===== config.mk =====
export PLATFORM = sky130hd
export DESIGN_NAME = mutex_lock_manager_fifo
export DESIGN_NICKNAME = d
export VERILOG_FILES = /design/src/hdl/mlm_pkg.sv /design/src/hdl/mutex_lock_manager_fifo.sv /design/src/hdl/mlm_csr.sv /design/src/hdl/mlm_ctrl.sv /design/src/hdl/mlm_dp.sv
export SDC_FILE = /design/constraint.sdc
export NUM_CORES = 1
export LEC_CHECK = 0
export BUFFER_PORTS_ARGS = -buffer_cell sky130_fd_sc_hd__buf_2
export CAP_MARGIN = 10
export CORE_MARGIN = 2
export CORE_UTILIZATION = 45
export DETAILED_ROUTE_END_ITERATION = 10
export PLACE_DENSITY = 0.64
export REMOVE_ABC_BUFFERS = 1
export SYNTH_ARGS = -nofsm -noshare
export SYNTH_HDL_FRONTEND = slang
export SYNTH_HIERARCHICAL = 1
export SYNTH_SLANG_ARGS = --single-unit
export TNS_END_PERCENT = 20

===== constraint.sdc =====
create_clock -name clock -period 10.65 [get_ports clock]
set_clock_uncertainty 0.15 [all_clocks]
set_input_delay 2.6625 -clock clock [delete_from_list [all_inputs] [get_ports clock]]
set_output_delay 2.6625 -clock clock [all_outputs]
set_load 0.05 [all_outputs]

===== src/hdl/mlm_pkg.sv =====
// shared types and constants for the mutex lock manager
package mlm_pkg;

   // field widths
   localparam int ID_W     = 6;
   localparam int TASK_W   = 6;
   localparam int STATUS_W = 3;
   localparam int LIVE_W   = 6;

   // configuration port
   localparam int CSR_AW = 3;
   localparam int CSR_DW = 32;

   // register index, taken from paddr bit 2
   localparam logic REG_LIVE = 1'b0;

   // request commands
   localparam logic CMD_LOCK   = 1'b0;
   localparam logic CMD_UNLOCK = 1'b1;

   // result codes
   typedef enum logic [STATUS_W-1:0] {
      ST_OK        = 3'd0,
      ST_QUEUED    = 3'd1,
      ST_INVALID   = 3'd2,
      ST_DEADLOCK  = 3'd3,
      ST_NOT_OWNER = 3'd4
   } status_type;

   // sequencer states
   typedef enum logic [1:0] {
      S_IDLE,
      S_FETCH,
      S_EXEC,
      S_LINK
   } state_type;

   // controller to datapath
   typedef struct packed {
      logic load;   // capture the incoming request
      logic exec;   // commit a request that needs no link read
      logic link;   // commit an unlock that hands over to a waiter
   } ctrl_cmd_type;

   // datapath to controller
   typedef struct packed {
      logic need_link;  // unlock by holder with a non-empty queue
      logic out_free;   // result register can take a new result
   } dp_status_type;

endpackage


===== src/hdl/mutex_lock_manager_fifo.sv =====
// Hardware mutex unit with a FIFO wait queue per mutex. A request is a lock
// (cmd 0) or unlock (cmd 1) of mutex_id by task_id; each request gives exactly
// one result. Ids 1 to live_mutexes (register at byte address 0), and no more
// than NUM_MUTEX, are valid. A request is accepted, the holder, head and tail
// memories are read into registers, and it is decided and committed once the
// output register is free. An unlock that hands the mutex to a waiter adds a
// step reading the head's next link from link memory. Results sit in an output
// register, so the next request is accepted while a result waits to be taken.
module mutex_lock_manager_fifo #(
   parameter int NUM_MUTEX = 32,
   parameter int NUM_TASKS = 64
) (
   input  logic                           clock,
   input  logic                           reset,
   // request channel
   input  logic                           req_valid,
   output logic                           req_stall,
   input  logic                           req_cmd,
   input  logic [mlm_pkg::ID_W-1:0]       req_mutex_id,
   input  logic [mlm_pkg::TASK_W-1:0]     req_task_id,
   // result channel
   output logic                           rsp_valid,
   input  logic                           rsp_stall,
   output logic [mlm_pkg::STATUS_W-1:0]   rsp_status,
   output logic                           rsp_raise_prio,
   output logic                           rsp_restore_prio,
   output logic                           rsp_wake_valid,
   output logic [mlm_pkg::TASK_W-1:0]     rsp_wake_task,
   // configuration port
   input  logic                           psel,
   input  logic                           penable,
   input  logic                           pwrite,
   input  logic [mlm_pkg::CSR_AW-1:0]     paddr,
   input  logic [mlm_pkg::CSR_DW-1:0]     pwdata,
   output logic [mlm_pkg::CSR_DW-1:0]     prdata,
   output logic                           pready
);

   logic [mlm_pkg::LIVE_W-1:0] live_mutexes;
   mlm_pkg::ctrl_cmd_type      cmd;
   mlm_pkg::dp_status_type     sts;

   // configuration registers
   mlm_csr u_csr (
      .clock        (clock),
      .reset        (reset),
      .psel         (psel),
      .penable      (penable),
      .pwrite       (pwrite),
      .paddr        (paddr),
      .pwdata       (pwdata),
      .prdata       (prdata),
      .pready       (pready),
      .live_mutexes (live_mutexes)
   );

   // sequencer
   mlm_ctrl u_ctrl (
      .clock     (clock),
      .reset     (reset),
      .req_valid (req_valid),
      .req_stall (req_stall),
      .sts       (sts),
      .cmd       (cmd)
   );

   // tables, decision and result register
   mlm_dp #(
      .NUM_MUTEX (NUM_MUTEX),
      .NUM_TASKS (NUM_TASKS)
   ) u_dp (
      .clock            (clock),
      .reset            (reset),
      .cmd              (cmd),
      .sts              (sts),
      .live_mutexes     (live_mutexes),
      .req_cmd          (req_cmd),
      .req_mutex_id     (req_mutex_id),
      .req_task_id      (req_task_id),
      .rsp_stall        (rsp_stall),
      .rsp_valid        (rsp_valid),
      .rsp_status       (rsp_status),
      .rsp_raise_prio   (rsp_raise_prio),
      .rsp_restore_prio (rsp_restore_prio),
      .rsp_wake_valid   (rsp_wake_valid),
      .rsp_wake_task    (rsp_wake_task)
   );

   // a waiter is woken only by a successful unlock
   a_wake_on_unlock: assert property (@(posedge clock) disable iff (reset)
      (rsp_valid && rsp_wake_valid) |->
         (rsp_status == mlm_pkg::ST_OK && rsp_restore_prio && !rsp_raise_prio))
      else $error("wake reported without a successful unlock");

   // a grant never restores priority
   a_grant_clean: assert property (@(posedge clock) disable iff (reset)
      (rsp_valid && rsp_raise_prio) |->
         (rsp_status == mlm_pkg::ST_OK && !rsp_restore_prio && !rsp_wake_valid))
      else $error("grant result carries unlock flags");

   // one request in flight: after an accept the channel stalls
   a_one_in_flight: assert property (@(posedge clock) disable iff (reset)
      (req_valid && !req_stall) |=> req_stall)
      else $error("request accepted while another is in progress");

   // a result never appears without a request before it
   a_result_follows_request: assert property (@(posedge clock) disable iff (reset)
      $rose(rsp_valid) |-> $past(req_stall))
      else $error("result produced with no request in progress");

endmodule


===== src/hdl/mlm_csr.sv =====
// configuration register block: live mutex count
module mlm_csr (
   input  logic                           clock,
   input  logic                           reset,
   input  logic                           psel,
   input  logic                           penable,
   input  logic                           pwrite,
   input  logic [mlm_pkg::CSR_AW-1:0]     paddr,
   input  logic [mlm_pkg::CSR_DW-1:0]     pwdata,
   output logic [mlm_pkg::CSR_DW-1:0]     prdata,
   output logic                           pready,
   output logic [mlm_pkg::LIVE_W-1:0]     live_mutexes
);

   logic [mlm_pkg::LIVE_W-1:0] live_ff;
   logic [mlm_pkg::LIVE_W-1:0] live_in;
   logic                       live_sel;

   // register decode on the word address
   assign live_sel = (paddr[2] == mlm_pkg::REG_LIVE) && (paddr[1:0] == 2'b00 || 1'b1);

   // write on the access phase
   always_comb begin
      live_in = live_ff;
      if (psel && penable && pwrite && live_sel) begin
         live_in = pwdata[mlm_pkg::LIVE_W-1:0];
      end
   end

   always_ff @(posedge clock) begin
      if (reset) begin
         live_ff <= '0;
      end else begin
         live_ff <= live_in;
      end
   end

   // read back
   assign prdata = live_sel ? {{(mlm_pkg::CSR_DW-mlm_pkg::LIVE_W){1'b0}}, live_ff} : '0;
   assign pready = 1'b1;
   assign live_mutexes = live_ff;

endmodule


===== src/hdl/mlm_ctrl.sv =====
// request sequencer: accept, fetch, decide and commit, optional link step
module mlm_ctrl (
   input  logic                    clock,
   input  logic                    reset,
   input  logic                    req_valid,
   output logic                    req_stall,
   input  mlm_pkg::dp_status_type  sts,
   output mlm_pkg::ctrl_cmd_type   cmd
);

   mlm_pkg::state_type state_ff;
   mlm_pkg::state_type state_in;

   // state register
   always_ff @(posedge clock) begin
      if (reset) begin
         state_ff <= mlm_pkg::S_IDLE;
      end else begin
         state_ff <= state_in;
      end
   end

   // next state and commands
   always_comb begin
      state_in  = state_ff;
      cmd       = '0;
      req_stall = 1'b1;
      unique case (state_ff)
         mlm_pkg::S_IDLE: begin
            req_stall = 1'b0;
            if (req_valid) begin
               cmd.load = 1'b1;
               state_in = mlm_pkg::S_FETCH;
            end
         end
         mlm_pkg::S_FETCH: begin
            state_in = mlm_pkg::S_EXEC;
         end
         mlm_pkg::S_EXEC: begin
            if (sts.need_link) begin
               state_in = mlm_pkg::S_LINK;
            end else if (sts.out_free) begin
               cmd.exec = 1'b1;
               state_in = mlm_pkg::S_IDLE;
            end
         end
         mlm_pkg::S_LINK: begin
            if (sts.out_free) begin
               cmd.link = 1'b1;
               state_in = mlm_pkg::S_IDLE;
            end
         end
         default: begin
            state_in = mlm_pkg::S_IDLE;
         end
      endcase
   end

endmodule


===== src/hdl/mlm_dp.sv =====
// datapath: per-mutex tables, wait-queue links, decision logic, result register
module mlm_dp #(
   parameter int NUM_MUTEX = 32,
   parameter int NUM_TASKS = 64
) (
   input  logic                             clock,
   input  logic                             reset,
   input  mlm_pkg::ctrl_cmd_type            cmd,
   output mlm_pkg::dp_status_type           sts,
   input  logic [mlm_pkg::LIVE_W-1:0]       live_mutexes,
   input  logic                             req_cmd,
   input  logic [mlm_pkg::ID_W-1:0]         req_mutex_id,
   input  logic [mlm_pkg::TASK_W-1:0]       req_task_id,
   input  logic                             rsp_stall,
   output logic                             rsp_valid,
   output logic [mlm_pkg::STATUS_W-1:0]     rsp_status,
   output logic                             rsp_raise_prio,
   output logic                             rsp_restore_prio,
   output logic                             rsp_wake_valid,
   output logic [mlm_pkg::TASK_W-1:0]       rsp_wake_task
);

   localparam int MID_W   = (NUM_MUTEX > 1) ? $clog2(NUM_MUTEX) : 1;
   localparam int LNK_W   = $clog2(NUM_TASKS);
   localparam int NUM_IDS = 2 ** mlm_pkg::TASK_W;
   localparam logic [mlm_pkg::ID_W:0] MAX_ID = (mlm_pkg::ID_W + 1)'(NUM_MUTEX);

   // captured request
   logic                        cmd_ff;
   logic [mlm_pkg::ID_W-1:0]    id_ff;
   logic [mlm_pkg::TASK_W-1:0]  task_ff;

   always_ff @(posedge clock) begin
      if (cmd.load) begin
         cmd_ff  <= req_cmd;
         id_ff   <= req_mutex_id;
         task_ff <= req_task_id;
      end
   end

   // task id to link slot, folded modulo the task count
   logic [LNK_W-1:0] link_lut [NUM_IDS];
   for (genvar g = 0; g < NUM_IDS; g++) begin : g_lut
      assign link_lut[g] = LNK_W'(g % NUM_TASKS);
   end

   // mutex index and id range check
   logic [mlm_pkg::ID_W-1:0] id_m1;
   logic [MID_W-1:0]         m;
   logic                     invalid;

   assign id_m1   = id_ff - mlm_pkg::ID_W'(1);
   assign m       = id_m1[MID_W-1:0];
   assign invalid = (id_ff == '0) || (id_ff > live_mutexes) || ({1'b0, id_ff} > MAX_ID);

   // per-mutex memories and link memory (no reset, read registered)
   logic [mlm_pkg::TASK_W-1:0] holder_mem [NUM_MUTEX];
   logic [mlm_pkg::TASK_W-1:0] head_mem   [NUM_MUTEX];
   logic [mlm_pkg::TASK_W-1:0] tail_mem   [NUM_MUTEX];
   logic [mlm_pkg::TASK_W-1:0] next_mem   [NUM_TASKS];

   logic [mlm_pkg::TASK_W-1:0] holder_rd_ff;
   logic [mlm_pkg::TASK_W-1:0] head_rd_ff;
   logic [mlm_pkg::TASK_W-1:0] tail_rd_ff;
   logic [mlm_pkg::TASK_W-1:0] next_rd_ff;

   // flag arrays with reset
   logic lock_held_ff [NUM_MUTEX];
   logic lock_held_in [NUM_MUTEX];
   logic qne_ff       [NUM_MUTEX];
   logic qne_in       [NUM_MUTEX];
   logic np_ff        [NUM_TASKS];
   logic np_in        [NUM_TASKS];

   // decision signals
   logic                        commit;
   logic                        held;
   logic                        qne;
   logic                        owner;
   logic [LNK_W-1:0]            ti;
   logic [LNK_W-1:0]            tl;
   logic [LNK_W-1:0]            hi;
   logic                        holder_we;
   logic [mlm_pkg::TASK_W-1:0]  holder_wd;
   logic                        head_we;
   logic [mlm_pkg::TASK_W-1:0]  head_wd;
   logic                        tail_we;
   logic                        next_we;
   mlm_pkg::status_type         status_in;
   logic                        raise_in;
   logic                        restore_in;
   logic                        wv_in;
   logic [mlm_pkg::TASK_W-1:0]  wt_in;

   // result register contents
   logic                        rsp_valid_ff;
   mlm_pkg::status_type         status_ff;
   logic                        raise_ff;
   logic                        restore_ff;
   logic                        wv_ff;
   logic [mlm_pkg::TASK_W-1:0]  wt_ff;

   assign commit = cmd.exec || cmd.link;
   assign held   = lock_held_ff[m];
   assign qne    = qne_ff[m];
   assign owner  = held && (holder_rd_ff == task_ff);
   assign ti     = link_lut[task_ff];
   assign tl     = link_lut[tail_rd_ff];
   assign hi     = link_lut[head_rd_ff];

   assign sts.need_link = !invalid && (cmd_ff == mlm_pkg::CMD_UNLOCK) && owner && qne;
   assign sts.out_free  = !rsp_valid_ff || !rsp_stall;

   // memory reads at the current mutex and at the queue head's link
   always_ff @(posedge clock) begin
      holder_rd_ff <= holder_mem[m];
      head_rd_ff   <= head_mem[m];
      tail_rd_ff   <= tail_mem[m];
      next_rd_ff   <= next_mem[hi];
   end

   // memory writes on commit
   always_ff @(posedge clock) begin
      if (commit && holder_we) begin
         holder_mem[m] <= holder_wd;
      end
      if (commit && head_we) begin
         head_mem[m] <= head_wd;
      end
      if (commit && tail_we) begin
         tail_mem[m] <= task_ff;
      end
      if (commit && next_we) begin
         next_mem[tl] <= task_ff;
      end
   end

   // lock and unlock decision
   always_comb begin
      lock_held_in = lock_held_ff;
      qne_in       = qne_ff;
      np_in        = np_ff;
      holder_we    = 1'b0;
      holder_wd    = task_ff;
      head_we      = 1'b0;
      head_wd      = task_ff;
      tail_we      = 1'b0;
      next_we      = 1'b0;
      status_in    = mlm_pkg::ST_OK;
      raise_in     = 1'b0;
      restore_in   = 1'b0;
      wv_in        = 1'b0;
      wt_in        = '0;
      if (invalid) begin
         status_in = mlm_pkg::ST_INVALID;
      end else if (cmd_ff == mlm_pkg::CMD_LOCK) begin
         if (owner) begin
            status_in = mlm_pkg::ST_DEADLOCK;
         end else if (!held) begin
            // free mutex: grant
            lock_held_in[m] = 1'b1;
            holder_we       = 1'b1;
            raise_in        = 1'b1;
         end else begin
            // held by another task: append to the wait queue
            np_in[ti] = 1'b0;
            if (!qne) begin
               qne_in[m] = 1'b1;
               head_we   = 1'b1;
            end else begin
               next_we   = 1'b1;
               np_in[tl] = 1'b1;
            end
            tail_we   = 1'b1;
            status_in = mlm_pkg::ST_QUEUED;
         end
      end else begin
         if (!owner) begin
            status_in = mlm_pkg::ST_NOT_OWNER;
         end else begin
            restore_in = 1'b1;
            if (qne) begin
               // hand over to the head waiter and advance the queue
               if (np_ff[hi]) begin
                  head_we   = 1'b1;
                  head_wd   = next_rd_ff;
                  np_in[hi] = 1'b0;
               end else begin
                  qne_in[m] = 1'b0;
               end
               holder_we = 1'b1;
               holder_wd = head_rd_ff;
               wv_in     = 1'b1;
               wt_in     = head_rd_ff;
            end else begin
               lock_held_in[m] = 1'b0;
            end
         end
      end
   end

   // flag arrays
   always_ff @(posedge clock) begin
      if (reset) begin
         for (int i = 0; i < NUM_MUTEX; i++) begin
            lock_held_ff[i] <= 1'b0;
            qne_ff[i]       <= 1'b0;
         end
         for (int i = 0; i < NUM_TASKS; i++) begin
            np_ff[i] <= 1'b0;
         end
      end else if (commit) begin
         lock_held_ff <= lock_held_in;
         qne_ff       <= qne_in;
         np_ff        <= np_in;
      end
   end

   // result register
   always_ff @(posedge clock) begin
      if (reset) begin
         rsp_valid_ff <= 1'b0;
      end else if (commit) begin
         rsp_valid_ff <= 1'b1;
      end else if (!rsp_stall) begin
         rsp_valid_ff <= 1'b0;
      end
   end

   always_ff @(posedge clock) begin
      if (commit) begin
         status_ff  <= status_in;
         raise_ff   <= raise_in;
         restore_ff <= restore_in;
         wv_ff      <= wv_in;
         wt_ff      <= wt_in;
      end
   end

   assign rsp_valid        = rsp_valid_ff;
   assign rsp_status       = status_ff;
   assign rsp_raise_prio   = raise_ff;
   assign rsp_restore_prio = restore_ff;
   assign rsp_wake_valid   = wv_ff;
   assign rsp_wake_task    = wt_ff;

endmodule

==> results.py <==
metrics = {
    "critical_path": {
        "path_depth_of_the_worst_reg2reg_path": 17,
        "setup.worst_path.class": "flip-flop to flip-flop",
        "signal_arrival_time_at_the_worst_endpoint_ns": 7.81,
        "largest_fanout_on_the_critical_path": 109,
        "setup.worst_path.start_class": "flip-flop",
        "required_arrival_time_at_the_worst_endpoint_ns": 10.80,
        "endpoint_kind": "flip-flop",
    },
    "sta": {
        "holdWs_ns": 0.302,
        "max_freq_mhz": 131,
        "maxSlewHeadroom_pct": 16.2,
        "maxSlewViolCount": 0,
        "finalWorstPathRequiredPeriod_ns": 7.66,
        "final_min_period_over_clock_period_pct": 71.9,
        "grt_setup_unrepaired": "no",
        "final-hold-violation-count": 0,
        "worst_pin_slew_ns": 1.26,
        "finalSetupViolations": 0,
    },
    "synthesis": {
        "synth_enable_flop_cells": 985,
        "synth.top_cells.by_area": "edfxtp_1, mux4_2, dfxtp_1",
        "syn_area_per_cell_um2": 15.4,
        "yosys_warnings": 6,
        "synth_xor_xnor_area_share_pct": 0.204,
        "netlist-cell-type-count": 82,
        "synthesis.area_um2": 46600,
        "synth_seq_cells": 1146,
        "yosys.area_share.adder_pct": 0.322,
        "synth-seq-area-share_pct": 70.4,
        "ys_dominant_reg_cell": "edfxtp_1",
        "yosys-mux-area-fraction_pct": 8.75,
        "combinational_family_with_the_most_area_after_synthesis": "compound AO/OA/AOI/OAI gates",
        "synth_largest_area_cell": "edfxtp_1",
        "yosysTopAreaCellShare_pct": 63.4,
        "synth-compound-area-share_pct": 10.9,
        "post_synth_inst_count": 3021,
        "simple_gate_share_of_the_synthesized_area_pct": 6.48,
        "synthArstFlopShare_pct": 0,
    },
    "final_layout": {
        "post-route-cell-area_um2": 51500,
        "antennaDiodeCount": 0,
        "fillerInstances": 8452,
        "finished_core_util_pct": 49.9,
        "finalNetCount": 3054,
        "layout.cells.non_filler": 4455,
        "syn2layout_area_growth_pct": 10.4,
        "drive_gt1_share_pct": 15.9,
    },
    "grt": {
        "maximum_number_of_pins_on_one_net_before_global_route_repair": 134,
        "busiest_layer": "met2",
        "grt_use_met1_pct": 32.5,
        "grt_first_pass_wirelength_um": 185000,
        "grt_overflow": 0,
        "grt_util_all_layers_pct": 23.2,
        "grt_pass1_vias": 28100,
        "antenna_found_initial": 2,
        "grt_met2_usage_pct": 36.3,
        "globalRouteMet3Util_pct": 4.97,
    },
    "pwr": {
        "static-leakage-power_uw": 0.0160,
        "peakVddDrop_v": 0.000135,
        "pwr_density_nw_per_um2": 193,
        "totalPowerFinal_uw": 9930,
    },
    "hold_path": {
        "worstHoldPathCells": 2,
        "hold_class": "flip-flop to flip-flop",
    },
    "place": {
        "gp_congestion": 0.884,
        "port_buffers": 46,
        "hpwl_um": 76800,
        "placed_cell_area_um2": 48000,
        "dp_cells": 4256,
    },
    "clock_network": {
        "cts-hold-fix-buffers": 0,
        "post-cts-setup-buffers": 0,
        "clk-insertion-delay-late_ns": 0.68,
        "worst_setup_hold_path_clk_slew_ns": 0.06,
        "clock_tree.htree_level_count": 3,
        "cts_tree": "done",
        "cts.root.buffer_cell": "clkbuf_16",
        "postCtsResizedCells": 0,
        "cts_max_path_buffers": 3,
        "cts_buffers": 107,
        "clkSinkCount": 1146,
    },
    "die": {
        "core_area_um2": 103000,
        "std_cell_rows": 118,
        "chipWidth_um": 326,
        "initial_cell_density_of_the_core_pct": 45.2,
        "die_span_y_um": 326,
        "ios": 102,
        "design.die.area_um2": 106000,
    },
    "route": {
        "via_per_inst": 6.41,
        "drt.antenna.violating_nets": 0,
        "drt-total-wl_um": 125000,
        "drtPass1Iterations": 8,
        "drt_iter0_markers": 4141,
        "detailroute.via_count": 28500,
        "drc": 0,
        "routed_wire_length_per_instance_um": 28.1,
    },
    "job": {
        "max-cap-violations": 0,
    },
    "status": {
        "outcome": "finished clean",
    },
}
[flip-flops by register name, summed over array words and instances, names as in the netlist, 6 cells and up, named ones only]
name and flops:
u_dp/head_rd_ff 6, u_dp/id_ff 6, u_dp/np_ff 64, u_dp/tail_rd_ff 6
u_dp/rsp_wake_task 6, u_dp/next_rd_ff 6, u_dp/task_ff 6, u_dp/tail_mem 192
u_dp/holder_mem 192, u_dp/holder_rd_ff 6, u_dp/next_mem 384, u_dp/head_mem 192
u_csr/live_mutexes 6
[cell usage in the layout, fill, tap and decap left out, types with 31 or more instances in the layout]
master	synthesis	routed
buf_2	34	46
o311ai_0	64	64
nand3_1	44	44
mux4_2	154	154
nor2_1	217	211
a31oi_1	84	84
mux2i_1	41	41
a21oi_1	59	58
dfxtp_1	161	160
buf_4	36	51
o21ai_0	122	122
nor3_1	70	68
a221oi_1	52	52
edfxtp_1	985	985
clkbuf_16	0	111
inv_1	42	41
a22oi_1	169	169
a22o_1	31	31
nand4_1	31	31
nand2_1	122	122
[through the flow]
stage,worst slack [ns],setup TNS [ns]
after floorplan,-4.72,-5054.10
after global placement,3.08,0
after detailed placement,3.01,0
after CTS,2.97,0
after global routing,2.41,0
final,2.99,0
[path summary, 6_finish.rpt]
kind | start | endpoint | slack, ns
min | flip-flop | flip-flop | 0.30
min reg2reg | flip-flop | flip-flop | 0.30
max reg2reg | u_dp/id_ff[0] | u_dp/next_mem[56][0] | 2.99
max | u_dp/id_ff[0] | u_dp/next_mem[56][0] | 2.99
[where the power goes]
| group | total, uW | switching (uW) | internal (uW) |
|---|---|---|---|
| sequential | 4980 | 58.7 | 4920 |
| combinational | 1220 | 880 | 343 |
| clock | 3720 | 1610 | 2110 |
| total | 9930 | 2550 | 7380 |
[worst max-delay path, stage by stage (launching register included)]
cell and delay [ns]:
edfxtp_1 0.38, buf_12 0.52, inv_1 0.24, ha_4 0.36, xnor2_4 0.35, buf_4 0.60, mux4_2 0.42, mux2i_1 0.28
a22oi_1 0.23, nand2_2 0.45, nor3_4 0.18, nor3_1 0.21, nor2_1 0.08, inv_1 0.49, nand3b_1 0.25, or3_4 0.60
or4_1 0.82, nor2_1 0.57
[cells in the mapped netlist, types with 59 or more instances]
cell / count
edfxtp_1: 985
nand2_1: 122
mux4_2: 154
a31oi_1: 84
dfxtp_1: 161
clkbuf_1: 172
o21ai_0: 122
a22oi_1: 169
nor2_1: 217
a21oi_1: 59
nor3_1: 70
o311ai_0: 64
[kinds of logic (layout without fill, tap and decap cells)]
logic type | Yosys count | count (layout)
buffers and inverters | 312 | 341
xor gates and xnor gates | 10 | 10
muxes | 213 | 213
and+or+nand+nor | 621 | 621
other | 2 | 27
DFF | 1146 | 1146
adders and majority gates | 12 | 12
AOI/OAI and AO/OA | 705 | 705
[per-layer routing]
| metal | routed length [um] | up-vias |
|---|---|---|
| met2 | 57800 | 1696 |
| met4 | 3980 | 0 |
| met5 | 0 | - |
| met1 | 50300 | 14500 |
| li1 | - | 12100 |
| met3 | 13200 | 277 |
[final cells by class]
cell class | instances | area, um^2 | share of cell area [%]
clock inverters | 55 | 449 | 0.873
well taps | 1380 | 1730 | 3.36
clock buffers | 142 | 2950 | 5.74
multi-input cells | 1588 | 12700 | 24.7
inverters | 44 | 165 | 0.321
flip-flops and latches | 1146 | 32800 | 63.7
repair buffers | 100 | 659 | 1.28
No activity file was read; power rests on OpenSTA's default activity.
